[src/hw/rtl/sfd_pkg.sv]
// Package for the sensor frame deframer.
// Holds the frame phase type, result kind codes, register indexes and the result record.
// No dependencies.
package sfd_pkg;

    typedef enum logic [1:0] {
        PH_HUNT   = 2'd0,
        PH_HEADER = 2'd1,
        PH_DATA   = 2'd2,
        PH_CHECK  = 2'd3
    } phase_t;

    typedef enum logic [1:0] {
        KIND_PAYLOAD  = 2'd0,
        KIND_GOOD     = 2'd1,
        KIND_BROKEN   = 2'd2,
        KIND_OVERSIZE = 2'd3
    } kind_t;

    typedef enum logic [2:0] {
        HDR_BUS_ID  = 3'd0,
        HDR_MSG_ID  = 3'd1,
        HDR_LEN     = 3'd2,
        HDR_LEN_HI  = 3'd3,
        HDR_LEN_LO  = 3'd4
    } hdr_pos_t;

    localparam logic [1:0] CFG_PREAMBLE    = 2'd0;
    localparam logic [1:0] CFG_MAX_PAYLOAD = 2'd1;

    localparam logic [7:0]  EXT_LEN_MARK        = 8'hFF;
    localparam logic [7:0]  PREAMBLE_RESET      = 8'd250;
    localparam logic [15:0] MAX_PAYLOAD_RESET   = 16'd2048;

    typedef struct packed {
        kind_t       kind;
        logic [7:0]  msg_id;
        logic [7:0]  payload_byte;
        logic [15:0] frame_length;
        logic        last;
    } result_t;

endpackage

[src/hw/rtl/sfd_core.sv]
// Frame parser of the sensor frame deframer: phase, header, length and checksum state.
// Produces at most one result per accepted byte, combinationally from the current state.
// Depends on sfd_pkg.
module sfd_core
(
    input  logic                clk,
    input  logic                rst_n,
    input  logic                in_fire,
    input  logic [7:0]          rx_byte,
    input  logic [7:0]          preamble_byte,
    input  logic [15:0]         max_payload,
    output logic                res_valid,
    output sfd_pkg::result_t    res
);

    sfd_pkg::phase_t   phase_reg, phase_next;
    sfd_pkg::hdr_pos_t header_pos_reg, header_pos_next;
    logic [15:0]       payload_len_reg, payload_len_next;
    logic [15:0]       payload_count_reg, payload_count_next;
    logic [7:0]        frame_id_reg, frame_id_next;
    logic [7:0]        running_sum_reg, running_sum_next;

    logic [7:0]        sum_add;
    logic [15:0]       count_inc;
    logic [15:0]       len_cand;
    sfd_pkg::phase_t   len_phase;

    assign sum_add   = running_sum_reg + rx_byte;
    assign count_inc = payload_count_reg + 16'd1;

    always_comb
    begin
        len_cand = {8'd0, rx_byte};
        if (header_pos_reg != sfd_pkg::HDR_LEN)
        begin
            len_cand = {payload_len_reg[15:8], rx_byte};
        end
        if ((len_cand != 16'd0) && (len_cand <= max_payload))
        begin
            len_phase = sfd_pkg::PH_DATA;
        end
        else
        begin
            len_phase = sfd_pkg::PH_CHECK;
        end
    end

    always_comb
    begin
        phase_next         = phase_reg;
        header_pos_next    = header_pos_reg;
        payload_len_next   = payload_len_reg;
        payload_count_next = payload_count_reg;
        frame_id_next      = frame_id_reg;
        running_sum_next   = running_sum_reg;
        if (in_fire)
        begin
            case (phase_reg)
                sfd_pkg::PH_HUNT:
                begin
                    if (rx_byte == preamble_byte)
                    begin
                        running_sum_next = 8'd0;
                        header_pos_next  = sfd_pkg::HDR_BUS_ID;
                        phase_next       = sfd_pkg::PH_HEADER;
                    end
                end
                sfd_pkg::PH_HEADER:
                begin
                    running_sum_next = sum_add;
                    case (header_pos_reg)
                        sfd_pkg::HDR_BUS_ID:
                        begin
                            header_pos_next = sfd_pkg::HDR_MSG_ID;
                        end
                        sfd_pkg::HDR_MSG_ID:
                        begin
                            frame_id_next   = rx_byte;
                            header_pos_next = sfd_pkg::HDR_LEN;
                        end
                        sfd_pkg::HDR_LEN:
                        begin
                            if (rx_byte != sfd_pkg::EXT_LEN_MARK)
                            begin
                                payload_len_next   = len_cand;
                                header_pos_next    = sfd_pkg::HDR_BUS_ID;
                                payload_count_next = 16'd0;
                                phase_next         = len_phase;
                            end
                            else
                            begin
                                header_pos_next = sfd_pkg::HDR_LEN_HI;
                            end
                        end
                        sfd_pkg::HDR_LEN_HI:
                        begin
                            payload_len_next = {rx_byte, 8'd0};
                            header_pos_next  = sfd_pkg::HDR_LEN_LO;
                        end
                        default:
                        begin
                            payload_len_next   = len_cand;
                            header_pos_next    = sfd_pkg::HDR_BUS_ID;
                            payload_count_next = 16'd0;
                            phase_next         = len_phase;
                        end
                    endcase
                end
                sfd_pkg::PH_DATA:
                begin
                    running_sum_next   = sum_add;
                    payload_count_next = count_inc;
                    if (count_inc == payload_len_reg)
                    begin
                        phase_next = sfd_pkg::PH_CHECK;
                    end
                end
                default:
                begin
                    running_sum_next = sum_add;
                    phase_next       = sfd_pkg::PH_HUNT;
                    header_pos_next  = sfd_pkg::HDR_BUS_ID;
                end
            endcase
        end
    end

    always_comb
    begin
        res_valid        = 1'b0;
        res.kind         = sfd_pkg::KIND_PAYLOAD;
        res.msg_id       = frame_id_reg;
        res.payload_byte = 8'd0;
        res.frame_length = payload_len_reg;
        res.last         = 1'b0;
        case (phase_reg)
            sfd_pkg::PH_DATA:
            begin
                res_valid        = in_fire;
                res.payload_byte = rx_byte;
            end
            sfd_pkg::PH_CHECK:
            begin
                res_valid = in_fire;
                res.last  = 1'b1;
                if (payload_len_reg > max_payload)
                begin
                    res.kind = sfd_pkg::KIND_OVERSIZE;
                end
                else if (sum_add != 8'd0)
                begin
                    res.kind = sfd_pkg::KIND_BROKEN;
                end
                else
                begin
                    res.kind = sfd_pkg::KIND_GOOD;
                end
            end
            default:
            begin
                res_valid = 1'b0;
            end
        endcase
    end

    always_ff @(posedge clk or negedge rst_n)
    begin
        if (!rst_n)
        begin
            phase_reg         <= sfd_pkg::PH_HUNT;
            header_pos_reg    <= sfd_pkg::HDR_BUS_ID;
            payload_len_reg   <= 16'd0;
            payload_count_reg <= 16'd0;
            frame_id_reg      <= 8'd0;
            running_sum_reg   <= 8'd0;
        end
        else
        begin
            phase_reg         <= phase_next;
            header_pos_reg    <= header_pos_next;
            payload_len_reg   <= payload_len_next;
            payload_count_reg <= payload_count_next;
            frame_id_reg      <= frame_id_next;
            running_sum_reg   <= running_sum_next;
        end
    end

`ifndef SYNTHESIS
    a_count_below_len: assert property (@(posedge clk) disable iff (!rst_n)
        (phase_reg == sfd_pkg::PH_DATA) |-> (payload_count_reg < payload_len_reg))
        else $error("payload count reached the declared length while still in payload");

    a_hunt_header_clear: assert property (@(posedge clk) disable iff (!rst_n)
        (phase_reg == sfd_pkg::PH_HUNT) |-> (header_pos_reg == sfd_pkg::HDR_BUS_ID))
        else $error("header position not cleared while hunting");

    a_sum_cleared_on_sync: assert property (@(posedge clk) disable iff (!rst_n)
        (in_fire && (phase_reg == sfd_pkg::PH_HUNT))
        |=> ((phase_reg == sfd_pkg::PH_HUNT) || (running_sum_reg == 8'd0)))
        else $error("checksum not cleared at the preamble");
`endif

endmodule

[src/hw/rtl/sfd_outbuf.sv]
// Two-entry output buffer of the sensor frame deframer: a result register and a skid register.
// Lets the parser take a new beat while a finished result still waits downstream.
// Depends on sfd_pkg.
module sfd_outbuf
(
    input  logic                clk,
    input  logic                rst_n,
    input  logic                res_valid,
    input  sfd_pkg::result_t    res,
    output logic                full,
    output logic                out_valid,
    input  logic                out_stall,
    output sfd_pkg::result_t    out_res
);

    logic             out_valid_reg, out_valid_next;
    logic             skid_valid_reg, skid_valid_next;
    sfd_pkg::result_t out_res_reg, out_res_next;
    sfd_pkg::result_t skid_res_reg, skid_res_next;
    logic             out_take;

    assign out_take  = out_valid_reg && !out_stall;
    assign full      = skid_valid_reg;
    assign out_valid = out_valid_reg;
    assign out_res   = out_res_reg;

    always_comb
    begin
        out_valid_next  = out_valid_reg;
        skid_valid_next = skid_valid_reg;
        out_res_next    = out_res_reg;
        skid_res_next   = skid_res_reg;
        if (skid_valid_reg)
        begin
            if (out_take)
            begin
                out_res_next    = skid_res_reg;
                skid_valid_next = 1'b0;
            end
        end
        else if (!out_valid_reg || out_take)
        begin
            out_valid_next = res_valid;
            if (res_valid)
            begin
                out_res_next = res;
            end
        end
        else if (res_valid)
        begin
            skid_valid_next = 1'b1;
            skid_res_next   = res;
        end
    end

    always_ff @(posedge clk or negedge rst_n)
    begin
        if (!rst_n)
        begin
            out_valid_reg  <= 1'b0;
            skid_valid_reg <= 1'b0;
        end
        else
        begin
            out_valid_reg  <= out_valid_next;
            skid_valid_reg <= skid_valid_next;
        end
    end

    always_ff @(posedge clk)
    begin
        out_res_reg  <= out_res_next;
        skid_res_reg <= skid_res_next;
    end

endmodule

[src/hw/rtl/sensor_frame_deframer.sv]
// Top level of the sensor frame deframer: configuration registers, parser and output buffer.
// Depends on sfd_pkg, sfd_core and sfd_outbuf.
//
// The deframer takes one received byte per cycle while rx_stall is low, and each result
// is registered in the output buffer once its byte is accepted. Every byte is handled
// by a single registered step of the parser, so a new byte may be offered in every cycle;
// a two-entry output buffer holds results while the downstream side stalls, and rx_stall
// rises only when both of its entries are occupied. Preamble and header bytes give no
// result; payload bytes give a payload beat and the checksum byte gives the status beat
// with last set. Configuration writes take effect at the next byte.
module sensor_frame_deframer
(
    input  logic        clk,
    input  logic        rst_n,
    input  logic        cfg_we,
    input  logic [1:0]  cfg_index,
    input  logic [15:0] cfg_data,
    input  logic        rx_valid,
    output logic        rx_stall,
    input  logic [7:0]  rx_byte,
    output logic        out_valid,
    input  logic        out_stall,
    output logic [1:0]  kind,
    output logic [7:0]  msg_id,
    output logic [7:0]  payload_byte,
    output logic [15:0] frame_length,
    output logic        last
);

    logic [7:0]       preamble_byte_reg;
    logic [15:0]      max_payload_reg;
    logic             in_fire;
    logic             res_valid;
    logic             buf_full;
    sfd_pkg::result_t res;
    sfd_pkg::result_t out_res;

    assign rx_stall = buf_full;
    assign in_fire  = rx_valid && !buf_full;

    always_ff @(posedge clk or negedge rst_n)
    begin
        if (!rst_n)
        begin
            preamble_byte_reg <= sfd_pkg::PREAMBLE_RESET;
            max_payload_reg   <= sfd_pkg::MAX_PAYLOAD_RESET;
        end
        else if (cfg_we)
        begin
            if (cfg_index == sfd_pkg::CFG_PREAMBLE)
            begin
                preamble_byte_reg <= cfg_data[7:0];
            end
            else if (cfg_index == sfd_pkg::CFG_MAX_PAYLOAD)
            begin
                max_payload_reg <= cfg_data;
            end
        end
    end

    sfd_core u_core
    (
        .clk           (clk),
        .rst_n         (rst_n),
        .in_fire       (in_fire),
        .rx_byte       (rx_byte),
        .preamble_byte (preamble_byte_reg),
        .max_payload   (max_payload_reg),
        .res_valid     (res_valid),
        .res           (res)
    );

    sfd_outbuf u_outbuf
    (
        .clk       (clk),
        .rst_n     (rst_n),
        .res_valid (res_valid),
        .res       (res),
        .full      (buf_full),
        .out_valid (out_valid),
        .out_stall (out_stall),
        .out_res   (out_res)
    );

    assign kind         = out_res.kind;
    assign msg_id       = out_res.msg_id;
    assign payload_byte = out_res.payload_byte;
    assign frame_length = out_res.frame_length;
    assign last         = out_res.last;

endmodule

[config.mk]
export PLATFORM = sky130hd
export DESIGN_NAME = sensor_frame_deframer
export DESIGN_NICKNAME = d
export VERILOG_FILES = /design/src/hw/rtl/sfd_pkg.sv /design/src/hw/rtl/sfd_core.sv /design/src/hw/rtl/sfd_outbuf.sv /design/src/hw/rtl/sensor_frame_deframer.sv
export SDC_FILE = /design/constraint.sdc
export NUM_CORES = 1
export LEC_CHECK = 0
export ABC_AREA = 0
export BUFFER_PORTS_ARGS = -buffer_cell sky130_fd_sc_hd__buf_2
export CORE_MARGIN = 2
export CORE_UTILIZATION = 30
export DETAILED_ROUTE_END_ITERATION = 8
export PLACE_DENSITY_LB_ADDON = 0.1
export SYNTH_ARGS = -nofsm -noshare
export SYNTH_HDL_FRONTEND = slang
export SYNTH_SLANG_ARGS = --single-unit
[constraint.sdc]
create_clock -name clk -period 4.5 [get_ports clk]
set_input_delay 0.225 -clock clk [delete_from_list [all_inputs] [get_ports clk]]
set_output_delay 0.225 -clock clk [all_outputs]
set_load 0.1 [all_outputs]
After elaboration in Yosys (flattened, before gate mapping)

Cells that the tools add are included.

ROM bits: 0
Logic and storage cells: 107
Memory bits (writable): 0
Register bits: 149
Memories kept: 0
Latch bits: 0
Output and inout port bits: 37

Reductions and logical operators: 29
Equal/unequal tests: 17
Div/mod/pow operators: 0
Shift-type cells: 0
Add/subtract/negate cells: 2
$lt $le $gt $ge: 2
Bitwise gates (word level): 5
Muxes and demuxes: 32
Multipliers: 0

Operators with widths:

| kind                    | number |
|---|---|
| $mux W35                | 4 |
| $pmux W16 S2            | 2 |
| $mux W16                | 3 |
| $pmux W16 S3            | 1 |
| $mux W8                 | 3 |
| $add A16 B1 Y16 const B | 1 |
| $eq A16 B16 Y1          | 1 |
| $gt A16 B16 Y1          | 1 |
| $le A16 B16 Y1          | 1 |
| $reduce_bool A16 Y1     | 1 |
| $reduce_and A3 Y1       | 5 |
| $mux W2                 | 7 |
| $pmux W3 S4             | 1 |
| $pmux W3 S3             | 1 |
| $add A8 B8 Y8           | 1 |
| $eq A8 B8 Y1            | 1 |
| $ne A8 B8 Y1 const B    | 1 |
| $reduce_and A4 Y1       | 2 |
| $reduce_bool A8 Y1      | 1 |
| $mux W1                 | 7 |
| $eq A3 B2 Y1 const B    | 2 |
| $ne A2 B1 Y1 const B    | 3 |
| $ne A3 B2 Y1 const B    | 2 |
| $pmux W2 S3             | 1 |
| 17 further kinds        | 34 |

Logic depth before layout (Yosys ltp)

Word-level depth: 8
Gate-level depth with buffers: 11
Gate-level depth less buffers: 11

By module

From an unflattened synthesis, not the netlist that was laid out.

Cell total of the unflattened synthesis: 668
Area, all modules: 7872.6 sq um

By module, submodules not included:

| module                | sequential area each (sq um) | cells each | times used | area an instance (sq um) |
|---|---|---|---|---|
| sfd_core              | 1326.3                       | 495        | 1          | 4276.6 |
| sfd_outbuf            | 2152.1                       | 121        | 1          | 2657.5 |
| sensor_frame_deframer | 609.3                        | 52         | 1          | 938.4 |

Least setup slack after synthesis

OpenSTA, ideal clock, no wires.

Path kind: register to register
Start point: register u_outbuf.skid_valid_reg, in the netlist u_outbuf.full
End point: register u_outbuf.out_res_reg (netlist bit u_outbuf.out_res[0]) (enable)
Period minus slack after synthesis: 4.425 ns
Required time: 4.019 ns
Path slack: 0.075 ns
Setup time: 0.481 ns
Stages on the path, launching flop included: 4
Buffers on the path: 1
Arrival time: 3.944 ns
Path through: dfrtp_1 -> clkbuf_1 -> nand2_1 -> a21boi_0

Cells in the longest elaborated chain, start to end: 5
Elaborated cells on any way between the ends: 7
Classes of those cells: eq/ne: 1; mux: 1; reduce/logical: 5

Ends and longest elaborated chain:

| what                            | line                        | text |
|---|---|---|
| from (decl)                     | sfd_outbuf.sv:17            | `logic skid_valid_reg, skid_valid_next;` |
| from (signal assigned)          | sfd_outbuf.sv:66            | `skid_valid_reg <= skid_valid_next;` |
| $logic_not A1 Y1                | sensor_frame_deframer.sv:39 | `assign in_fire = rx_valid && !buf_full;` |
| $logic_and A1 B1 Y1             | sensor_frame_deframer.sv:39 |  |
| $mux W1                         | sfd_core.sv:136             | `case (phase_reg)` |
| $reduce_bool A2 Y1 (no line)    | -                           |  |
| $reduce_and A3 Y1 (no line) (*) | -                           |  |
| to (signal assigned)            | sfd_outbuf.sv:72            | `out_res_reg <= out_res_next;` |
| to (decl)                       | sfd_outbuf.sv:18            | `sfd_pkg::result_t out_res_reg, out_res_next;` |

Every way passes the cells marked *; elsewhere a longest branch is shown, timed or not.
A chain may end at the register's enable or synchronous reset.

Final worst setup path

Start point: register u_outbuf.skid_valid_reg, in the netlist u_outbuf.full
End point: register u_core.payload_count_reg[5]

Cells in the longest elaborated chain, start to end: 3

Ends and longest elaborated chain:

| what                        | line                        | text |
|---|---|---|
| $logic_not A1 Y1            | sensor_frame_deframer.sv:39 |  |
| $logic_and A1 B1 Y1         | sensor_frame_deframer.sv:39 |  |
| $reduce_and A4 Y1 (no line) | -                           |  |
| to (signal assigned)        | sfd_core.sv:182             | `payload_count_reg <= payload_count_next;` |
| to (decl)                   | sfd_core.sv:19              | `logic [15:0] payload_count_reg, payload_count_next;` |

No other way between the ends.

==> out/qor.yml <==
run_status:
  status: "finished clean"
power_and_ir_drop:
  ir_drop_uv: 421
  power.density_mw_per_mm2: 658
  power_leakage_uw: 0.00382
synthesis:
  syn_nets: 739
  ys_seq_area_frac: 0.523
  ys_ff_latch: 149
  synth_top_area_share: 0.269
  synth_ff_type: "dfrtp_1"
  yosysTopAreaCell: "edfxtp_1"
  synth-edff-count: 70
  yosys_warnings: 0
  synthTopCellsByArea: "edfxtp_1, dfrtp_1, mux2_2"
  synth_area_per_cell_um2: 11.8
  syn-cell-area_mm2: 0.00782
  async_reset_ff_frac: 0.530
  synth_cell_type_count: 64
  synth_cells: 663
setup_path:
  critPathCaptureType: "flip-flop"
  critPathLaunch: "u_outbuf.full$_DFF_PN0_"
  slowest_stage: "dfrtp_2"
  slowest_delay_ns: 1.08
  arrival_ns: 3.28
  r2r-end: "u_core.payload_count_reg[5]$_DFFE_PN0P_"
  path_cells: "nand2b_1 -> a21oi_1 -> nand2_1 -> nor2_1 -> mux2_2 -> a22o_2"
  required_ns: 4.82
  worstSetupStartpointType: "flip-flop"
  path_class: "reg2reg"
  regToRegSetupSlack_ns: 1.54
  cp_max_fo: 51
  timing.rr.start: "u_outbuf.full$_DFF_PN0_"
  reg2regPathDepth: 6
  crit_path_end: "u_core.payload_count_reg[5]$_DFFE_PN0P_"
route:
  ant_nets: 0
  vias: 5378
  drt_iter0_markers: 380
  totalWireLength_um: 19700
  drc: 0
  viasPerCell: 4.99
  drt-pass1-iter-count: 5
  routedWlPerCell_um: 18.3
timing:
  setup_slack_ns: 1.54
  relSlewSlack: 0.182
  final-max-slew-violation-count: 0
  worst_pin_slew_ns: 1.22
  hold_ws_ns: 0.0272
  fin_setup_tns_ns: 0
  setup_violations: 0
  timing.final.crit_period_ns: 2.96
  skew_ns: 0.0165
  finalCritPeriodShare: 0.658
  rsz0062_at_grt: "false"
  hold_violations: 0
  timing.fmax_ghz: 0.338
global_route:
  globalRouteTotalUtil: 0.154
  grt_pass1_vias: 5518
  grt_pass1_wl_um: 31400
  grt_start_max_net_pins: 52
  antenna_found_initial: 0
  grt.overflow.total: 0
cells_and_area:
  fillers: 2560
  area_delta_synth_final_pct: 16.8
  drive_gt1_frac: 0.254
  postLayoutCoreUtil: 0.353
  nets: 806
  final_cells: 1078
  most-common-layout-cells: "dfrtp_1, edfxtp_1, buf_2"
  antenna_cells: 0
  final_common_cell: "dfrtp_1"
clock_network:
  cts_tree: "yes"
  cts-root-buf: "clkbuf_16"
  cts.repair_timing.setup_buffer_count: 0
  clockBufferDepth: 2
  clock_latency_ns: 0.44
  clk_pin_slew_ns: 0.07
  h-tree-depth: 4
  cts.sinks: 149
  numCtsBuffers: 17
floorplan:
  die_x_um: 165
  ios: 68
  coreArea_mm2: 0.0258
  row_count: 59
  fp.dieH_um: 165
  die-area_mm2: 0.0274
  initial_core_util: 0.303
placed_design:
  place.gp.congestion: 0.821
  preCtsSetupSlack_ns: 1.48
  place_hpwl_um: 13800
  dpl.cell_count: 1045
  io_buffers: 67
flow_run:
  drv_cap: 0
min_path:
  hold_path.class: "in2reg"
worst min path at each step:
stage / start / depth (start not counted) / slack, ns / end
after global placement: rst_n / 1 / 0.19 / u_core.running_sum_reg[3]$_DFFE_PN0P_
after global routing: cfg_data[12] / 2 / 0.01 / max_payload_reg[12]$_DFFE_PN0P_
final: cfg_data[10] / 2 / 0.03 / max_payload_reg[10]$_DFFE_PN0P_
after floorplan: rst_n / 0 / -0.07 / max_payload_reg[0]$_DFFE_PN0P_
after CTS: cfg_data[15] / 2 / 0.01 / max_payload_reg[15]$_DFFE_PN0P_
after detailed placement: rst_n / 1 / 0.19 / u_core.running_sum_reg[3]$_DFFE_PN0P_
per-layer routing:
metal | track usage | wire length [um]
met1 | 0.207 | 9290
met2 | 0.253 | 9450
met3 | 0.0240 | 666
met4 | 0.0502 | 312
met5 | 0 | 0
cell type report:
type,count,area [um2],area share
sequential,149,4090,0.448
clock buffer,17,425,0.0466
multi-input combinational,453,3480,0.381
inverter,36,135,0.0148
tap,335,419,0.0459
timing repair buffer,73,385,0.0422
clock inverter,15,199,0.0218
repair_timing:
item                                   in CTS  in global routing
hold buffers                                1                  0
resized for setup                           0                  0
endpoints found under the hold margin      24                  0
cell families (layout without fill, tap and decap cells):
kind of cell | Yosys count | in the layout | share of synthesized area
AOI/OAI and AO/OA | 130 | 130 | 0.109
xor gates and xnor gates | 39 | 39 | 0.0437
adders and majority gates | 45 | 45 | 0.0730
buffers and inverters | 61 | 141 | 0.0347
DFF | 149 | 149 | 0.523
muxes | 63 | 63 | 0.0908
and+or+nand+nor | 176 | 176 | 0.125
critical path, delay by kind of cell, from the launching register on:
family | cells | cell delay, ns
flip-flops | 1 | 1.08
multiplexers | 1 | 0.29
AND/OR/NAND/NOR | 3 | 1.14
AO/OA/AOI/OAI | 2 | 0.31
report_power, final:
part	switching (uW)	internal (uW)	total, uW
logic	1700	680	2380
registers	307	1850	2160
clock network	704	764	1470
total	2710	3290	6010
stage by stage:
| stage | power, uW | instance area [um2] |
|---|---|---|
| final | 6010 | 9130 |
| after global routing | 6350 | 9130 |
| after CTS | 6080 | 9130 |
| after detailed placement | 4590 | 8490 |
| after global placement | 4530 | 8490 |
| after floorplan | 4030 | 7820 |
Yosys cell counts, drive strengths merged, types with 10 or more instances:
cell type / number
xnor2: 30
o21ai: 49
nand2: 54
nor2: 20
nor4: 12
clkbuf: 12
nand3: 17
mux2: 60
ha: 44
a21oi: 18
inv: 36
edfxtp: 70
nor2b: 18
buf: 13
a22o: 19
a21o: 10
dfrtp: 72
nand4: 17
(Power assumes the default switching activity.)
